## config.mk

```make
export PLATFORM = sky130hd
export DESIGN_NAME = engine_speed_from_tdc_period
export DESIGN_NICKNAME = d
export VERILOG_FILES = /design/src/sv/esp_pkg.sv /design/src/sv/esp_divider.sv /design/src/sv/engine_speed_from_tdc_period.sv
export SDC_FILE = /design/constraint.sdc
export NUM_CORES = 1
export LEC_CHECK = 0
export ABC_AREA = 0
export BUFFER_PORTS_ARGS = -buffer_cell sky130_fd_sc_hd__buf_2
export CORE_ASPECT_RATIO = 0.75
export CORE_MARGIN = 4
export CORE_UTILIZATION = 30
export CTS_BUF_LIST = sky130_fd_sc_hd__clkbuf_16
export CTS_CLUSTER_DIAMETER = 120
export DETAILED_ROUTE_END_ITERATION = 16
export SLEW_MARGIN = 0
export SYNTH_ARGS = -nofsm -noshare
export SYNTH_HDL_FRONTEND = slang
export SYNTH_SLANG_ARGS = --single-unit
```

## constraint.sdc

```tcl
create_clock -name clk -period 7.08 [get_ports clk]
set_clock_uncertainty 0.05 [all_clocks]
set_input_delay 0.708 -clock clk [delete_from_list [all_inputs] [get_ports clk]]
set_output_delay 0.708 -clock clk [all_outputs]
set_load 0.02 [all_outputs]
```

## src/sv/esp_pkg.sv

```systemverilog
package esp_pkg;

    localparam int DIVIDEND_W = 32;
    localparam int DIVISOR_W  = 20;
    localparam int STEP_W     = 5;

    localparam logic [31:0] SPEED_NUM     = 32'd37500000;
    localparam logic [31:0] DERIV_NUM     = 32'd2861022949;
    localparam logic [15:0] HALF_CAP      = 16'd32000;
    localparam logic [12:0] RPM_CAP       = 13'd7500;
    localparam logic [12:0] FILT_NONE     = 13'd8191;
    localparam logic [15:0] ACCEL_MIN_PER = 16'd171;
    localparam logic [15:0] SPEED_SAT     = 16'd65535;
    localparam logic [15:0] DERIV_POS_CAP = 16'd127;
    localparam logic [15:0] DERIV_NEG_CAP = 16'd128;
    localparam logic [3:0]  CYL_RESET     = 4'd4;

    typedef enum logic [3:0] {
        S_IDLE,
        S_DP,
        S_SPEED,
        S_FILT,
        S_Q,
        S_CUR,
        S_PRV,
        S_Q2,
        S_CUR2,
        S_PRV2,
        S_DONE
    } seq_state_t;

    typedef struct packed {
        logic                  start;
        logic [DIVIDEND_W-1:0] dividend;
        logic [DIVISOR_W-1:0]  divisor;
    } div_req_t;

    typedef struct packed {
        logic                  done;
        logic [DIVIDEND_W-1:0] quotient;
    } div_rsp_t;

    // Difference a - b, limited to +pos_cap and -neg_cap, as a 17-bit signed value.
    function automatic logic signed [16:0] clamp_diff(
        input logic [31:0] a,
        input logic [31:0] b,
        input logic [15:0] pos_cap,
        input logic [15:0] neg_cap
    );
        logic [31:0] d;
        logic [15:0] m;
        begin
            if (a >= b) begin
                d = a - b;
                m = (d > {16'd0, pos_cap}) ? pos_cap : d[15:0];
                clamp_diff = signed'({1'b0, m});
            end
            else begin
                d = b - a;
                m = (d > {16'd0, neg_cap}) ? neg_cap : d[15:0];
                clamp_diff = -signed'({1'b0, m});
            end
        end
    endfunction

endpackage

```

## src/sv/esp_divider.sv

```systemverilog
module esp_divider
(
    input  logic              clk,
    input  logic              rst_n,
    input  esp_pkg::div_req_t req,
    output esp_pkg::div_rsp_t rsp
);
    import esp_pkg::*;

    logic [DIVIDEND_W-1:0] quo_reg;
    logic [DIVISOR_W:0]    rem_reg;
    logic [STEP_W-1:0]     cnt_reg;
    logic [DIVISOR_W-1:0]  dvs_reg;
    logic                  busy_reg;
    logic                  done_reg;
    logic [DIVISOR_W:0]    trial;
    logic                  fits;

    assign trial = {rem_reg[DIVISOR_W-1:0], quo_reg[DIVIDEND_W-1]};
    assign fits  = trial >= {1'b0, dvs_reg};

    always_ff @(posedge clk or negedge rst_n) begin
        if (!rst_n) begin
            busy_reg <= 1'b0;
            done_reg <= 1'b0;
            cnt_reg  <= '0;
        end
        else begin
            done_reg <= 1'b0;
            if (req.start) begin
                busy_reg <= 1'b1;
                cnt_reg  <= '0;
            end
            else if (busy_reg) begin
                cnt_reg <= cnt_reg + 1'b1;
                if (cnt_reg == STEP_W'(DIVIDEND_W - 1)) begin
                    busy_reg <= 1'b0;
                    done_reg <= 1'b1;
                end
            end
        end
    end

    always_ff @(posedge clk) begin
        if (req.start) begin
            quo_reg <= req.dividend;
            rem_reg <= '0;
            dvs_reg <= req.divisor;
        end
        else if (busy_reg) begin
            rem_reg <= fits ? (trial - {1'b0, dvs_reg}) : trial;
            quo_reg <= {quo_reg[DIVIDEND_W-2:0], fits};
        end
    end

    assign rsp.done     = done_reg;
    assign rsp.quotient = quo_reg;

endmodule

```

## src/sv/engine_speed_from_tdc_period.sv

```systemverilog
// Engine speed from the top-dead-centre period. One request carries one period and gives one
// result with speed in eighths of rpm, derived forms, a moving average over as many events as
// there are cylinders (at most four are summed), and two speed-change values. All nine
// divisions run one after another on a single shared divider that resolves one quotient bit
// per clock. Each division has a launch, 32 quotient steps and a step that hands back the
// quotient. in_stall stays high from acceptance until the result is loaded into the output
// register, so the block takes no new request before it is through with the last one. A
// finished result waits in the output register while the next request is taken.
module engine_speed_from_tdc_period
(
    input  logic        clk,
    input  logic        rst_n,
    input  logic        cfg_write,
    input  logic [3:0]  cfg_data,
    input  logic        in_valid,
    output logic        in_stall,
    input  logic [15:0] tdc_period,
    output logic        out_valid,
    input  logic        out_stall,
    output logic [15:0] speed_eighth_rpm,
    output logic [14:0] speed_half_res,
    output logic [12:0] speed_rpm,
    output logic [7:0]  speed_coarse,
    output logic [12:0] speed_capped,
    output logic [12:0] speed_filtered,
    output logic signed [7:0]  speed_derivative,
    output logic signed [15:0] engine_accel,
    output logic        count_error
);
    import esp_pkg::*;

    seq_state_t  state_reg, state_next;
    logic        launch_reg;
    logic [3:0]  cyl_reg;
    logic [15:0] p_reg, pp_reg;
    logic [3:0]  n_reg;
    logic [12:0] hist_reg [0:2];
    logic [31:0] dp_reg, q_reg, cur_reg;
    logic [15:0] speed_reg;
    logic [12:0] filt_reg;
    logic [7:0]  deriv_reg;
    logic [15:0] accel_reg;
    logic        out_valid_reg;
    logic [15:0] o_speed_reg;
    logic [14:0] o_half_reg;
    logic [12:0] o_rpm_reg, o_capped_reg, o_filt_reg;
    logic [7:0]  o_coarse_reg, o_deriv_reg;
    logic [15:0] o_accel_reg;
    logic        o_err_reg;

    div_req_t    div_req;
    div_rsp_t    div_rsp;
    logic        accept, load_out;
    logic [19:0] pn, p_div, pp_div, n_div, pn_div;
    logic [12:0] rpm;
    logic [14:0] sum;
    logic [15:0] half;
    logic signed [16:0] dd;

    assign accept = in_valid && !in_stall;
    assign in_stall = state_reg != S_IDLE;
    assign load_out = state_reg == S_DONE && (!out_valid_reg || !out_stall);

    assign pn     = 20'(p_reg) * 20'(n_reg);
    assign p_div  = (p_reg == 16'd0) ? 20'd1 : 20'(p_reg);
    assign pp_div = (pp_reg == 16'd0) ? 20'd1 : 20'(pp_reg);
    assign n_div  = (n_reg == 4'd0) ? 20'd1 : 20'(n_reg);
    assign pn_div = (pn == 20'd0) ? 20'd1 : pn;
    assign rpm    = speed_reg[15:3];

    always_comb begin
        case (n_reg)
            4'd1:    sum = 15'(rpm);
            4'd2:    sum = 15'(rpm) + 15'(hist_reg[0]);
            4'd3:    sum = 15'(rpm) + 15'(hist_reg[0]) + 15'(hist_reg[1]);
            default: sum = 15'(rpm) + 15'(hist_reg[0]) + 15'(hist_reg[1]) + 15'(hist_reg[2]);
        endcase
    end

    always_comb begin
        div_req.start    = launch_reg;
        div_req.dividend = q_reg;
        div_req.divisor  = p_div;
        case (state_reg)
            S_DP:
            begin
                div_req.dividend = DERIV_NUM;
                div_req.divisor  = p_div;
            end
            S_SPEED:
            begin
                div_req.dividend = SPEED_NUM;
                div_req.divisor  = pn_div;
            end
            S_FILT:
            begin
                div_req.dividend = 32'(sum);
                div_req.divisor  = n_div;
            end
            S_Q:
            begin
                div_req.dividend = dp_reg;
                div_req.divisor  = n_div;
            end
            S_Q2:
            begin
                div_req.dividend = {dp_reg[23:0], 8'd0};
                div_req.divisor  = n_div;
            end
            S_PRV, S_PRV2:
            begin
                div_req.dividend = q_reg;
                div_req.divisor  = pp_div;
            end
            default:
            begin
                div_req.dividend = q_reg;
                div_req.divisor  = p_div;
            end
        endcase
    end

    esp_divider u_div
    (
        .clk   (clk),
        .rst_n (rst_n),
        .req   (div_req),
        .rsp   (div_rsp)
    );

    always_comb begin
        state_next = state_reg;
        unique case (state_reg)
            S_IDLE:  if (accept) state_next = S_DP;
            S_DP:    if (div_rsp.done) state_next = S_SPEED;
            S_SPEED: if (div_rsp.done) state_next = S_FILT;
            S_FILT:  if (div_rsp.done) state_next = S_Q;
            S_Q:     if (div_rsp.done) state_next = S_CUR;
            S_CUR:   if (div_rsp.done) state_next = S_PRV;
            S_PRV:   if (div_rsp.done) state_next = S_Q2;
            S_Q2:    if (div_rsp.done) state_next = S_CUR2;
            S_CUR2:  if (div_rsp.done) state_next = S_PRV2;
            S_PRV2:  if (div_rsp.done) state_next = S_DONE;
            S_DONE:  if (load_out) state_next = S_IDLE;
            default: state_next = S_IDLE;
        endcase
    end

    always_ff @(posedge clk or negedge rst_n) begin
        if (!rst_n) begin
            state_reg     <= S_IDLE;
            launch_reg    <= 1'b0;
            cyl_reg       <= CYL_RESET;
            out_valid_reg <= 1'b0;
            pp_reg        <= '0;
            hist_reg[0]   <= '0;
            hist_reg[1]   <= '0;
            hist_reg[2]   <= '0;
        end
        else begin
            state_reg  <= state_next;
            launch_reg <= state_next != state_reg && state_next != S_IDLE
                          && state_next != S_DONE;
            if (cfg_write) begin
                cyl_reg <= cfg_data;
            end
            if (load_out) begin
                out_valid_reg <= 1'b1;
                pp_reg        <= p_reg;
                hist_reg[0]   <= rpm;
                hist_reg[1]   <= hist_reg[0];
                hist_reg[2]   <= hist_reg[1];
            end
            else if (!out_stall) begin
                out_valid_reg <= 1'b0;
            end
        end
    end

    assign dd = clamp_diff(cur_reg, div_rsp.quotient,
                           (state_reg == S_PRV) ? DERIV_POS_CAP : HALF_CAP,
                           (state_reg == S_PRV) ? DERIV_NEG_CAP : HALF_CAP);
    assign half = (speed_reg[15:1] > HALF_CAP[14:0]) ? HALF_CAP : {1'b0, speed_reg[15:1]};

    always_ff @(posedge clk) begin
        if (accept) begin
            p_reg <= tdc_period;
            n_reg <= cyl_reg;
        end
        if (div_rsp.done) begin
            case (state_reg)
                S_DP:    dp_reg <= div_rsp.quotient;
                S_SPEED:
                begin
                    if (p_reg == 16'd0 || n_reg == 4'd0) begin
                        speed_reg <= '0;
                    end
                    else if (div_rsp.quotient > {16'd0, SPEED_SAT}) begin
                        speed_reg <= SPEED_SAT;
                    end
                    else begin
                        speed_reg <= div_rsp.quotient[15:0];
                    end
                end
                S_FILT:  filt_reg <= (n_reg == 4'd0) ? FILT_NONE : div_rsp.quotient[12:0];
                S_Q, S_Q2: q_reg <= div_rsp.quotient;
                S_CUR, S_CUR2: cur_reg <= div_rsp.quotient;
                S_PRV:
                begin
                    if (n_reg == 4'd0) begin
                        deriv_reg <= 8'd0;
                    end
                    else if (p_reg == 16'd0) begin
                        deriv_reg <= DERIV_POS_CAP[7:0];
                    end
                    else if (pp_reg == 16'd0) begin
                        deriv_reg <= DERIV_NEG_CAP[7:0];
                    end
                    else begin
                        deriv_reg <= dd[7:0];
                    end
                end
                S_PRV2:
                begin
                    if (n_reg == 4'd0) begin
                        accel_reg <= 16'd0;
                    end
                    else if (p_reg < ACCEL_MIN_PER) begin
                        accel_reg <= HALF_CAP;
                    end
                    else if (pp_reg == 16'd0) begin
                        accel_reg <= 16'd0 - HALF_CAP;
                    end
                    else begin
                        accel_reg <= dd[15:0];
                    end
                end
                default: ;
            endcase
        end
        if (load_out) begin
            o_speed_reg  <= speed_reg;
            o_half_reg   <= half[14:0];
            o_rpm_reg    <= rpm;
            o_coarse_reg <= speed_reg[15:8];
            o_capped_reg <= (rpm > RPM_CAP) ? RPM_CAP : rpm;
            o_filt_reg   <= filt_reg;
            o_deriv_reg  <= deriv_reg;
            o_accel_reg  <= accel_reg;
            o_err_reg    <= n_reg == 4'd0 || n_reg > 4'd4;
        end
    end

    assign out_valid        = out_valid_reg;
    assign speed_eighth_rpm = o_speed_reg;
    assign speed_half_res   = o_half_reg;
    assign speed_rpm        = o_rpm_reg;
    assign speed_coarse     = o_coarse_reg;
    assign speed_capped     = o_capped_reg;
    assign speed_filtered   = o_filt_reg;
    assign speed_derivative = signed'(o_deriv_reg);
    assign engine_accel     = signed'(o_accel_reg);
    assign count_error      = o_err_reg;

    a_accept_launches: assert property (@(posedge clk) disable iff (!rst_n)
        accept |=> div_req.start)
        else $error("accepted request did not start the divider");

    a_done_in_div_state: assert property (@(posedge clk) disable iff (!rst_n)
        div_rsp.done |-> (state_reg != S_IDLE && state_reg != S_DONE))
        else $error("divider finished outside a division step");

    a_result_held: assert property (@(posedge clk) disable iff (!rst_n)
        (out_valid && out_stall) |=> (out_valid && $stable(speed_eighth_rpm)
                                      && $stable(speed_filtered)))
        else $error("stalled result changed");

endmodule

```

* Yosys cells after proc, flatten, opt, wreduce, memory -nomap -nowiden
Index checks and enable logic that the tools add are counted.
Storage, ports and cells: flip-flop bits (word level) 416, bits in latches 0, bits in writable memories 0, memory bits (read-only) 0, input bits 25, output and inout port bits 105, word-level logic and storage cells 142, memories kept 0
Cells by class: add/subtract/negate cells 8, multipliers 1, divide/modulo/power cells 0, magnitude comparators 9, equal/unequal tests 17, shift operators 0, muxes and demuxes 41, bitwise operators 0, reduce and logical (&&, ||, !) cells 31
Operator list (number):
- 52-bit case mux with 6 select lines | 1
- 16-bit two-way mux | 7
- 32-bit by 15-bit greater-than comparator with 1-bit output | 2
- 32-bit two-way mux | 2
- 32-bit subtractor | 2
- 4-bit two-way mux | 12
- 15-bit two-way mux | 3
- 15-bit case mux with 3 select lines | 1
- 4-bit case mux with 11 select lines | 1
- 20-bit two-way mux | 2
- 32-bit greater-or-equal comparator | 1
- 32-bit by 16-bit greater-than comparator with 1-bit output (second input constant) | 1
- 16-bit logical NOT | 2
- 21-bit by 20-bit greater-or-equal comparator with 1-bit output | 1
- 20-bit logical NOT | 1
- 16-bit by 4-bit multiplier with 20-bit output | 1
- 20-bit subtractor | 1
- 4-bit by 2-bit == test with 1-bit output (second input constant) | 4
- 4-bit by 3-bit == test with 1-bit output (second input constant) | 4
- 16-bit by 8-bit < comparator with 1-bit output (second input constant) | 1
- 16-bit negator | 1
- 14-bit by 13-bit adder with 15-bit output | 1
- 15-bit by 13-bit adder with 15-bit output | 1
- 15-bit greater-than comparator (second input constant) | 1
- other kinds (23) | 53

* Logic depth before layout (Yosys ltp)
depth after elaboration 8, mapped depth 28, gate-level depth less buffers 27

* By module
A second synthesis with hierarchy kept.
Second synthesis, totals: cells, all modules 2614, area total of the unflattened synthesis 25653.4 µm²
By module, submodules not included:
- engine_speed_from_tdc_period | instances 1, cells each 2192, area each 21142.8 µm², sequential area each 9165.0 µm²
- esp_divider | instances 1, cells each 422, area each 4510.6 µm², sequential area each 2137.0 µm²

* Worst setup path before layout
Ideal clock, no wire load.
path kind register to register, start reg u_div.quo_reg[0], end reg accel_reg[10] (data pin), setup time 258 ps, arrival time 5784 ps, setup slack 988 ps, cell stages (with the launch flop) 29, path buffers 1, period minus slack after synthesis 6092 ps, cells stage by stage edfxtp_1 -> inv_1 -> ha_1 -> fa_1 -> nand2b_1 -> a211o_1 -> a21oi_1 -> nor2_1 -> o21ai_0 -> xor2_1 -> ha_1 -> a21oi_1 -> a21boi_0 -> nor4_1 -> o2111ai_1 -> a2111o_1 -> nor4_1 -> nand4_1 -> or4_4 -> nor3_2 -> nand2b_1 -> ha_1 -> clkbuf_1 -> nand4_1 -> nor3_1 -> nand2_1 -> xnor2_1 -> nor2_1 -> o221a_1
Between the ends: cells in the longest elaborated chain, start to end 7, elaborated cells on any way between the ends 11, those cells by class 3 x add/sub; 3 x order compare; 5 x mux
Ends and longest elaborated chain:
- from (decl) | line esp_divider.sv:10 | logic [DIVIDEND_W-1:0] quo_reg;
- from (signal assigned) | line esp_divider.sv:46 | quo_reg <= req.dividend;
- from (signal assigned) | line esp_divider.sv:52 | quo_reg <= {quo_reg[DIVIDEND_W-2:0], fits};
- 32-bit subtractor | line esp_pkg.sv:59 | d = b - a;
- 32-bit by 15-bit greater-than comparator with 1-bit output | line esp_pkg.sv:60 | m = (d > {16'd0, neg_cap}) ? neg_cap : d[15:0];
- 16-bit two-way mux | line esp_pkg.sv:60
- 16-bit negator | line esp_pkg.sv:61 | clamp_diff = -signed'({1'b0, m});
- 16-bit two-way mux * | line esp_pkg.sv:53 | if (a >= b) begin
- 16-bit two-way mux * | line engine_speed_from_tdc_period.sv:231 | else if (pp_reg == 16'd0) begin
- 15-bit two-way mux * | line engine_speed_from_tdc_period.sv:228 | else if (p_reg < ACCEL_MIN_PER) begin
- to (signal assigned) | line engine_speed_from_tdc_period.sv:232 | accel_reg <= 16'd0 - HALF_CAP;
- to (signal assigned) | line engine_speed_from_tdc_period.sv:235 | accel_reg <= dd[15:0];
- to (decl) | line engine_speed_from_tdc_period.sv:42 | logic [15:0] accel_reg;
Mark *: on every way between the ends. The rest lies on a longest branch, timed or not. A chain may end at the register's enable or synchronous reset.

* Final worst setup path
start reg u_div.quo_reg[1], end reg accel_reg[10] (data pin)
The elaborated chain is that of the path after synthesis.

==> impl_summary.txt <==
----------------------------------------------------
[Status]
  Result of the run ... finished clean

[Drt]
  Wire length after detailed routing ... about 75,000 um
  Post-route DRC ... 0
  Per-cell routed wire length ... 19.3 um
  Number of optimization iterations in the first detailed-route pass ... 6
  DRC violation total after the first TritonRoute iteration ... 2,043
  Antenna violation net count after detailed routing ... 0
  Average via count per standard cell ... 5.31
  Total via count in the routed design ... 20,800

[GRT]
  Initial antenna violation count ... 1
  Largest net degree at the start of global routing ... 74
  GRT Util Overall ... 16.0%
  Overflow after GRT ... 0
  Number of global-route vias before repair ... 18,924
  Wire length of the first global-routing pass ... 115,000 um

[Worst setup path]
  Required @ worst endpoint ... 7.39 ns
  CP Class ... register to register
  Setup crit start kind ... register
  Critical Path Max Stage Delay ... 0.64 ns
  Setup slack, reg-to-reg ... 0.41 ns
  Critical path peak fanout ... 8
  Source of the critical timing path ... u_div.quo_reg[1]$_DFFE_PP_
  Worst Reg2Reg Path Length in Cells ... 26
  FF-to-FF End ... accel_reg[10]$_SDFFCE_PP0P_
  Worst endpoint data arrival time ... 6.98 ns
  Reg-to-Reg Start ... u_div.quo_reg[1]$_DFFE_PP_
  CP max-delay cell ... sky130_fd_sc_hd__or4_4
  Element type at the critical path end ... register

[Timing]
  F_max ... 150 MHz
  Number of setup violations in the final report ... 0
  Fin. Hold Viols ... 0
  Transition time at the pin with the least slew margin ... about 1.1 ns
  Crit path time final ... 6.67 ns
  Post-route clock period utilization ... 94.2%
  Setup TNS after final layout ... 0 ns
  Slew Limit Fails ... 0
  Unrepaired setup endpoints after global routing ... false
  Relative slew slack ... 26.0%

[Hold path]
  Startpoint of the most critical hold path ... tdc_period[11]
  Worst hold path type ... input pin to register
  Worst Hold Path EP ... p_reg[11]$_DFFE_PP_
  Depth of the worst hold-timing path ... 1

[Synth]
  Distinct cells, synth ... roughly 100
  Number of enable flip-flop cells after synthesis ... 303
  Ranking of synthesized cells by area ... sky130_fd_sc_hd__edfxtp_1 35%, sky130_fd_sc_hd__ha_1 8.2%, sky130_fd_sc_hd__dfrtp_1 6.9%
  Sequential cell area fraction in the yosys report ... 43.8%
  Netlist area before placement ... between 20,000 and 30,000 um^2
  Share of async-settable or async-resettable flops after synthesis ... approximately 18%
  Main synth FF type ... sky130_fd_sc_hd__edfxtp_1
  Post-synthesis cell count ... roughly 2,700
  Syn nets ... 2,913
  Area share of the leading cell type in the synthesized netlist ... 35.2%
  Yosys warns ... 0
  Mean instance size in the synthesized netlist ... 9.62 um^2
  Flip-flop and latch count after synthesis ... 395
  Cell type contributing the most total cell area after synthesis ... sky130_fd_sc_hd__edfxtp_1

[Clock network]
  Number of buffers on the longest clock path ... 3
  Clock tree from TritonCTS ... done
  Clock latency reported for the late side of the worst-skew pair ... roughly 0.61 ns
  H-tree levels ... 2
  TritonCTS Buffers ... 44
  Master cell of the clock root buffer ... sky130_fd_sc_hd__clkbuf_16
  Number of sinks on the clock net ... 395
  Clock transition at the register clock pins on the worst setup and hold paths after CTS ... 0.06 ns

[Pwr]
  Leakage power summed over all cells ... 12.0 nW
  Power per standard cell area ... 165 nW/um^2
  Max rail drop VDD ... roughly 150 uV
  Overall power ... 4.78 mW

[Floorplan]
  I/O pin count ... 130
  Die height ... between 200 and 300 um
  Core outline area ... 84,700 um^2
  Die ar. ... 90,900 um^2
  Floorplan die width ... 347 um
  Placement Rows ... 92
  Initial core utilization ... 30.5%

[Finish]
  Final #Nets ... 2,984
  Total inserted antenna cells ... 0
  Flip-flop count of the largest register, all copies and words added ... 39
  Most common cell after layout, fill and taps aside ... sky130_fd_sc_hd__nand2_1
  Multi-input logic area ... 13,300 um^2
  Fraction of layout cells with a size suffix above 1 ... 11.0%
  Area delta synth->final ... 12.3%
  Post-route cell area ... 29,000 um^2
  Final core occ ... between 30 and 40%
  Layout fillers ... 8,659
  Most frequent cells in the layout ... 339 x sky130_fd_sc_hd__nand2_1, 303 x sky130_fd_sc_hd__edfxtp_1, 233 x sky130_fd_sc_hd__nor2_1, 170 x sky130_fd_sc_hd__ha_1, 160 x sky130_fd_sc_hd__a21oi_1
  Flip-flop and latch area ... 11,300 um^2

[Run]
  Number of max-cap violations ... 0

[Placed design]
  Placed cell areas ... approximately 28,000 um^2
  Number of port buffers ... ~130
  Routability Congestion ... 0.925
  DP HPWL ... 56,000 um

----------------------------------------------------
## cell usage after synthesis, types with 19 or more instances
cell type	instances
sky130_fd_sc_hd__o21bai_1	19
sky130_fd_sc_hd__dfxtp_1	20
sky130_fd_sc_hd__inv_1	154
sky130_fd_sc_hd__and3_1	21
sky130_fd_sc_hd__a21o_1	46
sky130_fd_sc_hd__buf_4	24
sky130_fd_sc_hd__ha_1	170
sky130_fd_sc_hd__nor4_1	25
sky130_fd_sc_hd__dfrtp_1	71
sky130_fd_sc_hd__a211oi_1	38
sky130_fd_sc_hd__a31oi_1	34
sky130_fd_sc_hd__o21ai_0	128
sky130_fd_sc_hd__nand2_1	339
sky130_fd_sc_hd__nor2_1	234
sky130_fd_sc_hd__nand2b_1	30
sky130_fd_sc_hd__clkbuf_1	86
sky130_fd_sc_hd__xor2_1	32
sky130_fd_sc_hd__buf_2	23
sky130_fd_sc_hd__nand3_1	51
sky130_fd_sc_hd__a221oi_1	20
sky130_fd_sc_hd__a22oi_1	22
sky130_fd_sc_hd__edfxtp_1	303
sky130_fd_sc_hd__fa_1	34
sky130_fd_sc_hd__nand4_1	32
sky130_fd_sc_hd__and2_1	73
sky130_fd_sc_hd__a21oi_1	160
sky130_fd_sc_hd__o21a_1	21
sky130_fd_sc_hd__o211ai_1	28
sky130_fd_sc_hd__xnor2_1	63
sky130_fd_sc_hd__nor2b_1	25
sky130_fd_sc_hd__mux2i_1	24
sky130_fd_sc_hd__nor3_1	63
## worst max-delay path by stage
| stage | endpoint | slack (ns) | depth (start not counted) |
|---|---|---|---|
| 3_3_place_gp | accel_reg[12]$_SDFFCE_PP0P_ | 0.53 | 26 |
| 6_report | accel_reg[10]$_SDFFCE_PP0P_ | 0.41 | 26 |
| 5_1_grt | accel_reg[10]$_SDFFCE_PP0P_ | 0.01 | 26 |
| 2_1_floorplan | accel_reg[10]$_SDFFCE_PP0P_ | 0.99 | 28 |
| 4_1_cts | accel_reg[10]$_SDFFCE_PP0P_ | 0.36 | 26 |
| 3_5_place_dp | accel_reg[10]$_SDFFCE_PP0P_ | 0.36 | 26 |
## power breakdown
group	total (mW)	switching, mW	internal [mW]
Combinational	0.0190	0.0115	0.00746
Sequential	2.47	0.00135	2.47
Clock	2.29	1.04	1.25
## per-stage QoR
stage          cells  hold WS (ns)  setup slack [ns]
6_report        3919         0.238             0.408
5_1_grt         3919         0.212            0.0102
4_1_cts         3918         0.198             0.361
3_5_place_dp    3835         0.355             0.364
3_3_place_gp    3835         0.353             0.529
2_1_floorplan   2684         0.350             0.988
## cells by family (layout without fill, tap and decap cells)
group	after synthesis	after routing	share of synthesized area [%]
adders and majority gates	204	204	10.9
DFF	395	395	43.8
AOI/OAI and AO/OA	681	681	17.8
buffers and inverters	301	408	4.92
muxes	33	33	1.34
and+or+nand+nor	973	973	17.9
xor gates and xnor gates	97	97	3.35
## timing repair
action	4_1_cts	5_1_grt
endpoints found under the setup margin	0	4
endpoints found under the hold margin	9	0
hold buffers	1	0
resized for setup	0	1
buffers inserted	0	1
## critical path, delay by kind of cell, from the launching register on
family | cells | cell delay, ns
AO/OA/AOI/OAI | 8 | 1.83
adder cells (fa/ha/maj) | 3 | 1.07
buffers and inverters | 1 | 0.16
AND/OR/NAND/NOR | 12 | 2.50
flip-flops | 1 | 0.47
XOR/XNOR | 2 | 0.35
## area by class of cell
cell class              count  share of cell area [%]
repair buffers            171                    3.33
clock inverters            36                   0.997
flip-flops and latches    395                    39.0
inverters                 155                    2.02
multi-input cells        1988                    45.8
well taps                1128                    4.87
clock buffers              46                    3.97
## metal layers
| metal | GRT usage, % | part of all wire (%) |
|---|---|---|
| met5 | 0 | 0.017 |
| met4 | 3.92 | 2.3 |
| met3 | 4.18 | 9.8 |
| met2 | 21.4 | 38 |
| met1 | 25.0 | 50 |
(Power assumes the default switching activity.)
